`config.mk`:
```
export PLATFORM = sky130hd
export DESIGN_NAME = tdf_front_flat
export DESIGN_NICKNAME = d
export VERILOG_FILES = /design/src/rtl/tdf_pkg.sv /design/src/rtl/tdf_if.sv /design/src/rtl/tdf_front.sv /design/src/flat_wrapper.sv
export SDC_FILE = /design/constraint.sdc
export NUM_CORES = 1
export LEC_CHECK = 0
export BUFFER_PORTS_ARGS = -buffer_cell sky130_fd_sc_hd__buf_2
export CAP_MARGIN = 20
export CORE_MARGIN = 2
export CORE_UTILIZATION = 48
export DETAILED_ROUTE_END_ITERATION = 6
export PLACE_DENSITY = 0.83
export SYNTH_ARGS = -nofsm -noshare
export SYNTH_HDL_FRONTEND = slang
export SYNTH_SLANG_ARGS = --single-unit
export TNS_END_PERCENT = 50
```
`constraint.sdc`:
```
create_clock -name i_clk -period 3.23 [get_ports i_clk]
set_clock_uncertainty 0.2 [all_clocks]
set_input_delay 0.323 -clock i_clk [delete_from_list [all_inputs] [get_ports i_clk]]
set_output_delay 0.323 -clock i_clk [all_outputs]
set_load 0.1 [all_outputs]
```
`src/rtl/tdf_pkg.sv`:
```
// Package for the triangle dedup filter: sizes, codes, item types and helpers.
package tdf_pkg;

    // Table and index sizing
    localparam int TABLE_DEPTH = 4096;
    localparam int INDEX_BITS  = 16;
    localparam int FIELD_W     = 16;
    localparam int IDX_W       = (INDEX_BITS < FIELD_W) ? INDEX_BITS : FIELD_W;
    localparam int ADDR_W      = (TABLE_DEPTH > 1) ? $clog2(TABLE_DEPTH) : 1;
    localparam int FILL_W      = $clog2(TABLE_DEPTH + 1);
    localparam int CNT_W       = 16;

    // Queue between front and back
    localparam int QUEUE_DEPTH = 2;
    localparam int QPTR_W      = (QUEUE_DEPTH > 1) ? $clog2(QUEUE_DEPTH) : 1;
    localparam int QCNT_W      = $clog2(QUEUE_DEPTH + 1);

    // Verdict codes
    typedef enum logic [1:0] {
        ST_KEPT  = 2'd0,
        ST_DEGEN = 2'd1,
        ST_DUP   = 2'd2,
        ST_FULL  = 2'd3
    } t_status;

    // Three corners as stored in the table
    typedef struct packed {
        logic [IDX_W-1:0] v0;
        logic [IDX_W-1:0] v1;
        logic [IDX_W-1:0] v2;
    } t_corners;

    // Classified word handed from front to back
    typedef struct packed {
        t_corners corners;
        logic     last;
        logic     degen;
    } t_job;

    // True when the entry equals the triangle or one of its cyclic rotations
    function automatic logic is_rotation(t_corners e, t_corners t);
        return ((e.v0 == t.v0) && (e.v1 == t.v1) && (e.v2 == t.v2)) ||
               ((e.v0 == t.v1) && (e.v1 == t.v2) && (e.v2 == t.v0)) ||
               ((e.v0 == t.v2) && (e.v1 == t.v0) && (e.v2 == t.v1));
    endfunction

    // Saturating increment of a running count
    function automatic logic [CNT_W-1:0] sat_inc(logic [CNT_W-1:0] v);
        return (v == {CNT_W{1'b1}}) ? v : v + 1'b1;
    endfunction

    // Mask corners to the index width and flag repeated indices
    function automatic t_job make_job(logic [FIELD_W-1:0] a, logic [FIELD_W-1:0] b,
                                      logic [FIELD_W-1:0] c, logic last);
        t_job j;
        j.corners.v0 = IDX_W'(a);
        j.corners.v1 = IDX_W'(b);
        j.corners.v2 = IDX_W'(c);
        j.last       = last;
        j.degen      = (j.corners.v0 == j.corners.v1) ||
                       (j.corners.v1 == j.corners.v2) ||
                       (j.corners.v2 == j.corners.v0);
        return j;
    endfunction

endpackage

```
`src/rtl/tdf_if.sv`:
```
// Channel interfaces for triangle words in and verdict words out.
interface tdf_tri_if;
    logic                         valid;
    logic                         ready;
    logic [tdf_pkg::FIELD_W-1:0]  corner_a;
    logic [tdf_pkg::FIELD_W-1:0]  corner_b;
    logic [tdf_pkg::FIELD_W-1:0]  corner_c;
    logic                         end_of_mesh;

    modport source (output valid, corner_a, corner_b, corner_c, end_of_mesh, input ready);
    modport sink   (input valid, corner_a, corner_b, corner_c, end_of_mesh, output ready);
endinterface


```
`src/rtl/tdf_front.sv`:
```
// Front end: accept triangle words, classify them and queue them for the back end.
module tdf_front (
    input  logic              i_clk,
    input  logic              i_rst_n,
    tdf_tri_if.sink           i_tri,
    output logic              o_job_valid,
    input  logic              i_job_ready,
    output tdf_pkg::t_job     o_job
);

    tdf_pkg::t_job                   r_q [tdf_pkg::QUEUE_DEPTH];
    logic [tdf_pkg::QPTR_W-1:0]      r_wr_ptr;
    logic [tdf_pkg::QPTR_W-1:0]      r_rd_ptr;
    logic [tdf_pkg::QCNT_W-1:0]      r_count;
    logic                            push;
    logic                            pop;

    // Handshake on both sides of the queue
    assign i_tri.ready = (r_count != tdf_pkg::QCNT_W'(tdf_pkg::QUEUE_DEPTH));
    assign push        = i_tri.valid && i_tri.ready;
    assign o_job_valid = (r_count != '0);
    assign pop         = o_job_valid && i_job_ready;
    assign o_job       = r_q[r_rd_ptr];

    // Store the classified word
    always_ff @(posedge i_clk) begin
        if (push) begin
            r_q[r_wr_ptr] <= tdf_pkg::make_job(i_tri.corner_a, i_tri.corner_b,
                                               i_tri.corner_c, i_tri.end_of_mesh);
        end
    end

    // Advance pointers and occupancy
    always_ff @(posedge i_clk) begin
        if (!i_rst_n) begin
            r_wr_ptr <= '0;
            r_rd_ptr <= '0;
            r_count  <= '0;
        end else begin
            if (push) begin
                r_wr_ptr <= (r_wr_ptr == tdf_pkg::QPTR_W'(tdf_pkg::QUEUE_DEPTH - 1)) ?
                            '0 : r_wr_ptr + 1'b1;
            end
            if (pop) begin
                r_rd_ptr <= (r_rd_ptr == tdf_pkg::QPTR_W'(tdf_pkg::QUEUE_DEPTH - 1)) ?
                            '0 : r_rd_ptr + 1'b1;
            end
            case ({push, pop})
                2'b10:   r_count <= r_count + 1'b1;
                2'b01:   r_count <= r_count - 1'b1;
                default: r_count <= r_count;
            endcase
        end
    end

endmodule

```
`src/flat_wrapper.sv`:
```
// flat-port wrapper written by rule: the top's interface ports become plain ports
module tdf_front_flat 
  (i_clk, i_rst_n, o_job_valid, i_job_ready, o_job, i_tri_valid, i_tri_corner_a, i_tri_corner_b, i_tri_corner_c, i_tri_end_of_mesh, i_tri_ready);
  tdf_tri_if i_tri_i ();
  input  logic i_clk;
  input  logic i_rst_n;
  output logic o_job_valid;
  input  logic i_job_ready;
  output tdf_pkg::t_job o_job;
  input wire logic [$bits(i_tri_i.valid)-1:0] i_tri_valid;
  input wire logic [$bits(i_tri_i.corner_a)-1:0] i_tri_corner_a;
  input wire logic [$bits(i_tri_i.corner_b)-1:0] i_tri_corner_b;
  input wire logic [$bits(i_tri_i.corner_c)-1:0] i_tri_corner_c;
  input wire logic [$bits(i_tri_i.end_of_mesh)-1:0] i_tri_end_of_mesh;
  output wire logic [$bits(i_tri_i.ready)-1:0] i_tri_ready;
  assign i_tri_i.valid = i_tri_valid;
  assign i_tri_i.corner_a = i_tri_corner_a;
  assign i_tri_i.corner_b = i_tri_corner_b;
  assign i_tri_i.corner_c = i_tri_corner_c;
  assign i_tri_i.end_of_mesh = i_tri_end_of_mesh;
  assign i_tri_ready = i_tri_i.ready;
  tdf_front u_core (.i_clk(i_clk), .i_rst_n(i_rst_n), .i_tri(i_tri_i), .o_job_valid(o_job_valid), .i_job_ready(i_job_ready), .o_job(o_job));
endmodule
```
==> results.txt <==
The flow ran to the end, and the final reports show no timing, DRC or antenna violations. Entering global routing, the biggest net connects 51 pins. Setup violations remaining at the end of the flow were counted as 0. For the worst setup path, the data arrival time is 1.96 ns. The detailed router placed 2506 vias in this run. For the data required time of the worst path, the log shows 2.71 ns. The tree is rooted in a clkbuf_8. The worst register-to-register path ends at u_core.r_q[1][40].

The count of nets left with antenna violations once routing finished came out at 0. Synthesis inferred 105 register bits. At the pin with the least slew margin, the transition time is 0.682 ns.

In the routed design, unresolved DRC markers number 0. The netlist uses 23 different library cells. Detailed-routing iteration count for the pre-antenna-repair pass: 4. The proportion of register bits with asynchronous set or reset after synthesis is 0%.

The capturing element type of the critical path was a primary output. Dividing the detail-routed via count by the number of cells gives 5.24. The diode insertion count for antenna repair came out at 0. The worst reg-to-reg path cell count was 3. Synthesis handed over a netlist of 243 instances. Based on the critical path, the design can be clocked at up to 0.403 GHz. Counting the buffers created by CTS gives 9. The logs give 66 for the initial detailed-routing violation count and 478 for the final cell count without fillers.

The startpoint of the tightest hold check path was i_tri_corner_a[8]. Setup repair after global routing left no endpoint under its margin. The count of final max-slew check failures is 0, and the growth of design area from synthesis to finish is 22.6%. For this run, the number of Yosys warnings is 0. The final-layout worst hold slack is 0.0139 ns, and the highest fanout seen on the critical path is 31.

Measured against its own limit, the worst slew margin works out to 54.5%. The startpoint identified for the worst register-to-register timing path is u_core.r_count[0]. The setup path with the least slack is of type reg2out. The core area is 8760 um2, and the buffer levels on the longest clock path is 2.

The wire length reported by the detailed router is 8500 um, and the number of primary I/O pins is 105. Clock tree synthesis found a total of 105 sinks. From bottom edge to top edge, the die measures 99.2 um. The wire length of the first global-routing pass came out at 12800 um. For the total number of nets in the final design, the log shows 419.

In this run the biggest area consumer among cell types represents 69.1% of the synthesized area. In the final layout, the share of cells above drive strength 1 is 47.8%. The die boundary width is 99.2 um. After clock tree synthesis, the repair step resized 0 gates. Via count of the first global-routing pass: 2539. Across the run, the number of max-cap violations was 0. The logs give 17.2% for the total track usage and 0.763 for the placer congestion estimate.

Of the synthesized area, sequential elements account for 71.4%. Leaving out fill and tap cells, the most frequent cell in the layout is buf_2. The critical path ends at o_job[24].

After layout, the worst path uses 76.9% of the clock period. The logs give 4350 um2 for the cell area after synthesis and 49.6% for the starting density of the core. For this run, the leading register cell type out of synthesis is edfxtp_1.

Leaving out fill and tap cells, the most frequent cells in the layout are buf_2 (104), edfxtp_1 (100), mux2_2 (50). The total of buffers placed on input and output ports works out to 104. In the final layout, the multi-input gates occupy 1220 um2. The wire length per cell after detailed routing was 17.8 um; the post-CTS setup repair buffer count was 0. The final count of hold timing violations was 0; the area of all sequential standard cells was 3100 um2. The top cell type by total area after synthesis was edfxtp_1. For the worst-skew pair, the clock arrives at the later sink with an insertion delay of 0.35 ns. A synthesized cell averages 17.9 um2. Across all setup checks in the final design, the least slack found is 0.746 ns. For the maximum level of the CTS H-tree, the log shows 3. Setup total negative slack on the finished layout was measured at 0 ns.

Subtracting the final worst setup slack from the clock period gives 2.48 ns. The initialized floorplan defines 34 standard-cell rows. After legalization and detailed placement, the total HPWL measured 5980 um. The class of the most critical hold timing path is in2reg. Placement-stage worst setup slack: 1.09 ns. TritonCTS built the clock tree. Counting the fill cells in the layout gives 686. Summed over all layers, the global routing overflow is 0. The number of antenna violations at the first check in global routing is 0. The startpoint type of the worst setup path is a flip-flop. The net count after synthesis was 297. For the area of the die, the log shows 9840 um2.

Counting tap cells, the placed design contains a total of 452 instances. The post-CTS clock slew at the launch and capture registers of the worst setup and hold paths is 0.09 ns. Yosys attributes the largest share of cell area to edfxtp_1 (69%), mux2_2 (13%), xor2_1 (9.7%). The number of enable-type register cells in the synthesized netlist was 100.

For flop-to-flop paths, the worst setup slack is 1.10 ns.
## repair_timing
| action | CTS | global route |
|---|---|---|
| hold buffers | 10 | 0 |
| endpoints found under the hold margin | 18 | 0 |
| setup endpoints to repair | 0 | 0 |
## layout make-up
cell class | instances | area share, %
clock inverter | 5 | 1.50
timing repair buffer | 117 | 12.3
multi-input combinational | 132 | 23.0
sequential | 105 | 58.2
clock buffer | 11 | 2.46
tap | 108 | 2.53
## critical path, stage by stage, from the launching register on
cell and delay (ns):
dfxtp_2 0.65, buf_12 0.27, mux2_2 0.37, buf_2 0.29
## logic make-up after synthesis
logic type / count (synthesis) / share of synthesized area [%]
and+or+nand+nor: 27 / 3.80
DFF: 105 / 71.4
AOI/OAI and AO/OA: 2 / 0.288
adders and majority gates: 1 / 0.288
buffers and inverters: 6 / 0.662
muxes: 50 / 12.9
xor gates and xnor gates: 52 / 10.6
## worst min-delay path by stage
stage	endpoint	slack (ns)	cells past startpoint
floorplan	u_core.r_q[0][10]	0.22	0
global route	u_core.r_q[0][22]	0.002	1
global placement	u_core.r_count[1]	0.28	2
detailed placement	u_core.r_count[1]	0.30	2
CTS	u_core.r_q[1][5]	0.0003	1
finish	u_core.r_q[0][42]	0.01	1
## stage by stage
stage / cell area, um2 / util (%)
final: 5330 / 60.8
after global routing: 5330 / 60.8
after CTS: 5330 / 60.8
after detailed placement: 5020 / 57.3
after global placement: 5020 / 57.3
after floorplan: 4360 / -
## registers in the layout, summed over array words and instances (netlist names), named ones only
name / flops
u_core.r_q: 100
u_core.r_wr_ptr: 1
u_core.r_rd_ptr: 1
u_core.r_count: 2
## synth_stat cells, types with 2 or more instances
cell / count
edfxtp_1: 100
mux2_2: 50
xor2_1: 48
nor4_1: 12
buf_2: 5
dfxtp_1: 5
nand4_1: 3
xnor2_1: 3
and2_1: 2
nor2b_1: 2
## routing by layer
metal / vias up / share of wire [%] / wire [um] / global-route usage, %
met1: 1240 / 42 / 3540 / 21.6
met3: 15 / 6.8 / 578 / 3.51
met2: 90 / 50 / 4250 / 29.5
met5: - / 0 / 0 / 0
li1: 1161 / - / - / -
met4: 0 / 1.6 / 138 / 6.74
Power is left out: the tool's default activity adds up to more than one toggle a clock period on the data nets, which glitch-free logic cannot reach.
